File: config.mk
export PLATFORM = sky130hd
export DESIGN_NAME = ebvm_front
export DESIGN_NICKNAME = d
export VERILOG_FILES = /design/src/rtl/ebvm_pkg.sv /design/src/rtl/ebvm_front.sv
export SDC_FILE = /design/constraint.sdc
export NUM_CORES = 1
export LEC_CHECK = 0
export BUFFER_PORTS_ARGS = -buffer_cell sky130_fd_sc_hd__clkbuf_2
export CORE_ASPECT_RATIO = 1.1
export CORE_MARGIN = 8
export CORE_UTILIZATION = 46
export DETAILED_ROUTE_END_ITERATION = 6
export PLACE_DENSITY_LB_ADDON = 0.05
export SLEW_MARGIN = 20
export SYNTH_ARGS = -nofsm -noshare
export SYNTH_HDL_FRONTEND = slang
export SYNTH_SLANG_ARGS = --single-unit
File: constraint.sdc
create_clock -name clk -period 1.9 [get_ports clk]
set_clock_uncertainty 0.05 [all_clocks]
set_input_delay 0.38 -clock clk [delete_from_list [all_inputs] [get_ports clk]]
set_output_delay 0.38 -clock clk [all_outputs]
set_load 0.05 [all_outputs]
File: src/rtl/ebvm_pkg.sv
// ebvm_pkg: shared types, codes and small functions of the 8-bit vm execute core
// no dependencies
`default_nettype none
package ebvm_pkg;

  localparam int RAM_AW     = 12;
  localparam int RAM_BYTES  = 4096;
  localparam int ROW_AW     = 5;
  localparam int SCR_COLS   = 64;
  localparam int FONT_BYTES = 80;

  // input modes
  localparam logic [2:0] MODE_LOAD = 3'd0;
  localparam logic [2:0] MODE_EXEC = 3'd1;
  localparam logic [2:0] MODE_TICK = 3'd2;
  localparam logic [2:0] MODE_KEY  = 3'd3;
  localparam logic [2:0] MODE_ROW  = 3'd4;
  localparam logic [2:0] MODE_BYTE = 3'd5;

  // opcode groups (top nibble)
  localparam logic [3:0] OPG_SYS   = 4'h0;
  localparam logic [3:0] OPG_JP    = 4'h1;
  localparam logic [3:0] OPG_CALL  = 4'h2;
  localparam logic [3:0] OPG_SEQI  = 4'h3;
  localparam logic [3:0] OPG_SNEI  = 4'h4;
  localparam logic [3:0] OPG_SEQR  = 4'h5;
  localparam logic [3:0] OPG_LDI   = 4'h6;
  localparam logic [3:0] OPG_ADDI  = 4'h7;
  localparam logic [3:0] OPG_ALU   = 4'h8;
  localparam logic [3:0] OPG_SNER  = 4'h9;
  localparam logic [3:0] OPG_LDIDX = 4'hA;
  localparam logic [3:0] OPG_RND   = 4'hC;
  localparam logic [3:0] OPG_DRW   = 4'hD;
  localparam logic [3:0] OPG_KEY   = 4'hE;
  localparam logic [3:0] OPG_MISC  = 4'hF;

  localparam logic [15:0] OP_CLS = 16'h00E0;
  localparam logic [15:0] OP_RET = 16'h00EE;

  localparam logic [3:0] ALU_MOV  = 4'h0;
  localparam logic [3:0] ALU_OR   = 4'h1;
  localparam logic [3:0] ALU_AND  = 4'h2;
  localparam logic [3:0] ALU_XOR  = 4'h3;
  localparam logic [3:0] ALU_ADD  = 4'h4;
  localparam logic [3:0] ALU_SUB  = 4'h5;
  localparam logic [3:0] ALU_SHR  = 4'h6;
  localparam logic [3:0] ALU_SUBN = 4'h7;
  localparam logic [3:0] ALU_SHL  = 4'hE;

  localparam logic [7:0] KEY_PRESSED  = 8'h9E;
  localparam logic [7:0] KEY_RELEASED = 8'hA1;

  localparam logic [7:0] F_GETDT = 8'h07;
  localparam logic [7:0] F_WAITK = 8'h0A;
  localparam logic [7:0] F_SETDT = 8'h15;
  localparam logic [7:0] F_SETST = 8'h18;
  localparam logic [7:0] F_ADDI  = 8'h1E;
  localparam logic [7:0] F_FONT  = 8'h29;
  localparam logic [7:0] F_BCD   = 8'h33;
  localparam logic [7:0] F_STORE = 8'h55;
  localparam logic [7:0] F_LOAD  = 8'h65;

  localparam logic [4:0] NO_KEY = 5'h10;
  localparam logic [3:0] VF_IDX = 4'hF;

  typedef enum logic [2:0] {
    KIND_LOAD, KIND_EXEC, KIND_TICK, KIND_KEY, KIND_ROW, KIND_BYTE, KIND_NOP
  } kind_t;

  typedef struct packed {
    kind_t       kind;
    logic [11:0] address;
    logic [7:0]  data;
    logic [3:0]  key_index;
    logic        key_down;
    logic [7:0]  random_byte;
  } item_t;

  typedef struct packed {
    logic        stack_fault;
    logic        bad_opcode;
    logic        waiting_for_key;
    logic        sound_on;
    logic [63:0] read_data;
    logic [11:0] pc;
  } result_t;

  typedef enum logic [4:0] {
    S_INIT, S_IDLE, S_MEM_CAP, S_FETCH0, S_FETCH1, S_FETCH2, S_READ_VY, S_EXEC,
    S_WR_VF, S_RET, S_CLS, S_DRAW_RD, S_DRAW_WR, S_BCD, S_STORE_RD, S_STORE_WR,
    S_LOAD_RD, S_LOAD_WR, S_DONE
  } state_t;

  localparam logic [7:0] FONT_ROM [FONT_BYTES] = '{
    8'hF0, 8'h90, 8'h90, 8'h90, 8'hF0, 8'h20, 8'h60, 8'h20, 8'h20, 8'h70,
    8'hF0, 8'h10, 8'hF0, 8'h80, 8'hF0, 8'hF0, 8'h10, 8'hF0, 8'h10, 8'hF0,
    8'h90, 8'h90, 8'hF0, 8'h10, 8'h10, 8'hF0, 8'h80, 8'hF0, 8'h10, 8'hF0,
    8'hF0, 8'h80, 8'hF0, 8'h90, 8'hF0, 8'hF0, 8'h10, 8'h20, 8'h40, 8'h40,
    8'hF0, 8'h90, 8'hF0, 8'h90, 8'hF0, 8'hF0, 8'h90, 8'hF0, 8'h10, 8'hF0,
    8'hF0, 8'h90, 8'hF0, 8'h90, 8'h90, 8'hE0, 8'h90, 8'hE0, 8'h90, 8'hE0,
    8'hF0, 8'h80, 8'h80, 8'h80, 8'hF0, 8'hE0, 8'h90, 8'h90, 8'h90, 8'hE0,
    8'hF0, 8'h80, 8'hF0, 8'h80, 8'hF0, 8'hF0, 8'h80, 8'hF0, 8'h80, 8'h80
  };

  // font byte for an address, zero above the font
  function automatic logic [7:0] font_byte(input logic [11:0] a);
    logic [7:0] b;
    b = 8'h00;
    if (a < 12'(FONT_BYTES)) b = FONT_ROM[a[6:0]];
    return b;
  endfunction

  // hundreds, tens, ones of a byte by reciprocal multiplication
  function automatic logic [11:0] bcd_digits(input logic [7:0] v);
    logic [15:0] ph;
    logic [15:0] pt;
    logic [7:0]  h;
    logic [7:0]  rem;
    logic [7:0]  t;
    logic [7:0]  o;
    ph  = 16'(v) * 16'd41;
    h   = 8'(ph >> 12);
    rem = v - 8'(16'(h) * 16'd100);
    pt  = 16'(rem) * 16'd205;
    t   = 8'(pt >> 11);
    o   = rem - 8'(16'(t) * 16'd10);
    return {h[3:0], t[3:0], o[3:0]};
  endfunction

endpackage
`default_nettype wire

File: src/rtl/ebvm_front.sv
// ebvm_front: input stage, classifies each item by mode and queues it
// depends on ebvm_pkg
`default_nettype none
module ebvm_front
  import ebvm_pkg::*;
(
  input  wire logic       clk,
  input  wire logic       rst_n,
  input  wire logic       in_valid,
  output logic            in_ready,
  input  wire logic [2:0] in_mode,
  input  wire item_t      in_item,
  output logic            q_valid,
  output item_t           q_item,
  input  wire logic       q_pop
);

  item_t      slot_r [2];
  logic       wptr_r, wptr_nxt;
  logic       rptr_r, rptr_nxt;
  logic [1:0] cnt_r, cnt_nxt;
  kind_t      kind;
  item_t      cls_item;
  logic       push;

  always_comb begin
    unique case (in_mode)
      MODE_LOAD: kind = KIND_LOAD;
      MODE_EXEC: kind = KIND_EXEC;
      MODE_TICK: kind = KIND_TICK;
      MODE_KEY:  kind = KIND_KEY;
      MODE_ROW:  kind = KIND_ROW;
      MODE_BYTE: kind = KIND_BYTE;
      default:   kind = KIND_NOP;
    endcase
    cls_item      = in_item;
    cls_item.kind = kind;
  end

  assign in_ready = (cnt_r != 2'd2);
  assign push     = in_valid && in_ready;
  assign q_valid  = (cnt_r != 2'd0);
  assign q_item   = slot_r[rptr_r];

  always_comb begin
    wptr_nxt = wptr_r ^ push;
    rptr_nxt = rptr_r ^ (q_pop && q_valid);
    cnt_nxt  = cnt_r + 2'(push) - 2'(q_pop && q_valid);
  end

  always_ff @(posedge clk) begin
    if (!rst_n) begin
      wptr_r <= 1'b0;
      rptr_r <= 1'b0;
      cnt_r  <= 2'd0;
    end else begin
      wptr_r <= wptr_nxt;
      rptr_r <= rptr_nxt;
      cnt_r  <= cnt_nxt;
    end
  end

  always_ff @(posedge clk) begin
    if (push) slot_r[wptr_r] <= cls_item;
  end

endmodule
`default_nettype wire

==> out/results.txt <==
CP Max Fanout: 15
Power Total: 5.319 mW
maximum buffer depth of the clock tree: 2
Pwr Density: 1421 mW/mm^2
DRC: 0
gr usage total: 11.80%
DR vias: 1512
Syn. warnings: 0
Die Width: 91.55 um
RSZ-0062 raised after global routing: no
Initial Utilization: 47.20%
Routed WL per cell: 16.67 um
M1 WL: 1903 um
DR vias/cell: 4.831
number of global-route vias before repair: 1743
Final ANT Viol Nets: 0
Hold WS: 0.1854 ns
core area: 0.006118 sq mm
RePlAce Congestion: 0.7170
PortBufs: 77
syn_area_per_cell: 20.05 sq um
Antenna Diode Count: 0
Worst-Margin Slew: 0.5160 ns
post-synthesis sequential element count: 77
Tcrit/Tclk final: 97.79%
I/O Pins: 81
clock root buffer master: clkbuf_8
Max Slew Vio Count: 0
post-synth cell types: 24
DR pass1 iterations: 3
Layout area overhead: 29.64%
CTS buffer count: 9
DIE AREA: 0.009072 sq mm
worst IR drop on VDD: 0.8179 mV
fmax: 538.2 MHz
CTS tree: done
Critical Path End Type: output port
worst r2r src: cnt_r[0]
Relative slew margins: 65.60%
Fin. Hold Viols: 0
chip height: 99.10 um
WP data required: 1.47 ns
GRT Residual Overflow: 0
antenna violations before repair: 0
Cell Rows: 30
CTS Hold Bufs: 0
half-perimeter wire length after placement: 3493 um
Worst R2R Path Depth: 3
reg2reg end: slot_r[0][15]
Synth Instances: 144
WL met3: 345 um
clk sinks: 77
Routed met2 length: 2854 um
Clock transition at path regs: 0.07 ns
1st-iter DRT viols: 61
top layer used by detailed routing: met4
max-cap violation count: 0
layout cells sized above 1: 57.51%
first-pass GRT wire length: 8121 um
Syn Nets: 189
status: completed
r2r setup slk: 0.19 ns
Hold Crit Class: input pin to flop
CP Capture Point: q_item[4]
WP data arrival: 1.43 ns
Synth Cell Area: 0.002888 sq mm
P_leak: 1.419 nW
Clock Latency Late Sink: 0.33 ns
setup violators final: 0
pin count of the biggest net entering global routing: 37
slowest stage delay, CP: 0.39 ns
Fillers: 471
Final nets: 274
drt total wl: 5218 um
critical path's slowest cell: dfxtp_4
crit-path cells: buf_12 > mux2_2 > buf_4
Period minus WS final: 1.858 ns
H-tree levels: 3
sequential element share of the synthesized area: 78.34%
startpoint types: flop
kind of critical path: flop to output port
## synth_stat cells
master / number / area, sq um
a211oi_1: 1 / 7.510
a21bo_1: 1 / 10.01
a21boi_0: 1 / 7.510
a32oi_1: 1 / 8.760
and2_1: 4 / 25.02
and3_1: 1 / 6.260
buf_4: 1 / 7.510
buf_6: 3 / 33.78
clkbuf_1: 2 / 7.510
dfxtp_1: 5 / 100.1
edfxtp_1: 72 / 2162
ha_1: 2 / 25.02
inv_1: 1 / 3.750
mux2_2: 36 / 405.4
mux2i_1: 1 / 10.01
nand2_1: 1 / 3.750
nand2b_1: 1 / 6.260
nand3_1: 1 / 5.000
nor2_1: 2 / 7.510
nor2b_1: 2 / 12.51
o21ai_0: 2 / 10.01
or2_2: 1 / 6.260
or2b_1: 1 / 7.510
xnor2_1: 1 / 8.760
## flip-flops by register name, indices dropped and copies added, names as in the netlist, named ones only
name    count
wptr_r      1
cnt_r       2
rptr_r      1
slot_r     72
## layout make-up
class | count | area (sq um) | share of cell area (%)
flip-flops and latches | 77 | 2266 | 60.53
inverters | 1 | 3.754 | 0.1003
clock buffers | 9 | 123.9 | 3.309
multi-input cells | 60 | 590.6 | 15.78
well taps | 80 | 100.1 | 2.674
clock inverters | 6 | 78.83 | 2.106
repair buffers | 80 | 580.6 | 15.51
## layout by cell type (no fill, tap or decap), types with 2 or more instances in the layout
master	netlist	routed
mux2_2	36	36
nor2b_1	2	2
clkbuf_8	0	10
nor2_1	2	2
edfxtp_1	72	72
buf_8	0	2
clkbuf_2	0	41
buf_12	0	2
o21ai_0	2	2
clkinv_2	0	3
buf_4	1	28
dfxtp_1	5	4
buf_6	3	5
bufinv_16	0	2
and2_1	4	4
## per-layer routing
metal	vias to the layer above	track usage [%]
li1	728	-
met1	726	10.80
met4	0	6.936
met3	10	4.748
met5	-	0
met2	48	21.41
## where the power goes
part / internal (mW) / switching (mW)
clock: 0.721 / 0.530
sequential: 2.10 / 0.0771
combinational: 0.691 / 1.20
## critical path, delay by kind of cell (launching register included)
family / cells / cell delay, ns
multiplexers: 1 / 0.35
buffers and inverters: 2 / 0.35
flip-flops: 1 / 0.39
## what timing repair did
action / CTS / global route
gates cloned: 0 / 1
setup endpoints to repair: 36 / 35
setup buffers: 0 / 0
resized for setup: 41 / 42
hold endpoints to repair: 0 / 0
## worst min-delay path by stage
stage                start            end  slack, ns  depth (start not counted)
2_1_floorplan   in_item[0]   slot_r[0][0]       0.43                          0
4_1_cts        in_item[17]  slot_r[1][17]       0.17                          1
3_5_place_dp   in_item[17]  slot_r[1][17]       0.52                          1
6_report       in_item[31]  slot_r[0][31]       0.19                          1
5_1_grt        in_item[17]  slot_r[0][17]       0.17                          1
3_3_place_gp   in_item[26]  slot_r[0][26]       0.52                          1
## through the flow
step                 TNS, ns  util [%]  cells  worst slack (ns)  instance area [sq um]
floorplan                  0         -    144           0.01602                   2905
global placement           0     55.09    297            0.2685                   3371
detailed placement         0     55.09    297            0.1950                   3371
CTS                 -0.08223     60.31    312          -0.01087                   3690
global route               0     61.19    313          0.001233                   3744
finish                     0     61.19    313           0.04206                   3744
## cells by family (layout without fill, tap and decap cells)
family                   Yosys count  count (layout)  synth area share (%)
multiplexers                      37              37                 14.38
flip-flops                        77              77                 78.34
adder cells (fa/ha/maj)            2               2                0.8664
buffers and inverters              7              96                 1.820
AND/OR/NAND/NOR                   14              14                 2.773
XOR/XNOR                           1               1                0.3033
AO/OA/AOI/OAI                      6               6                 1.517
Note: power is estimated with default switching activity, not from simulation.
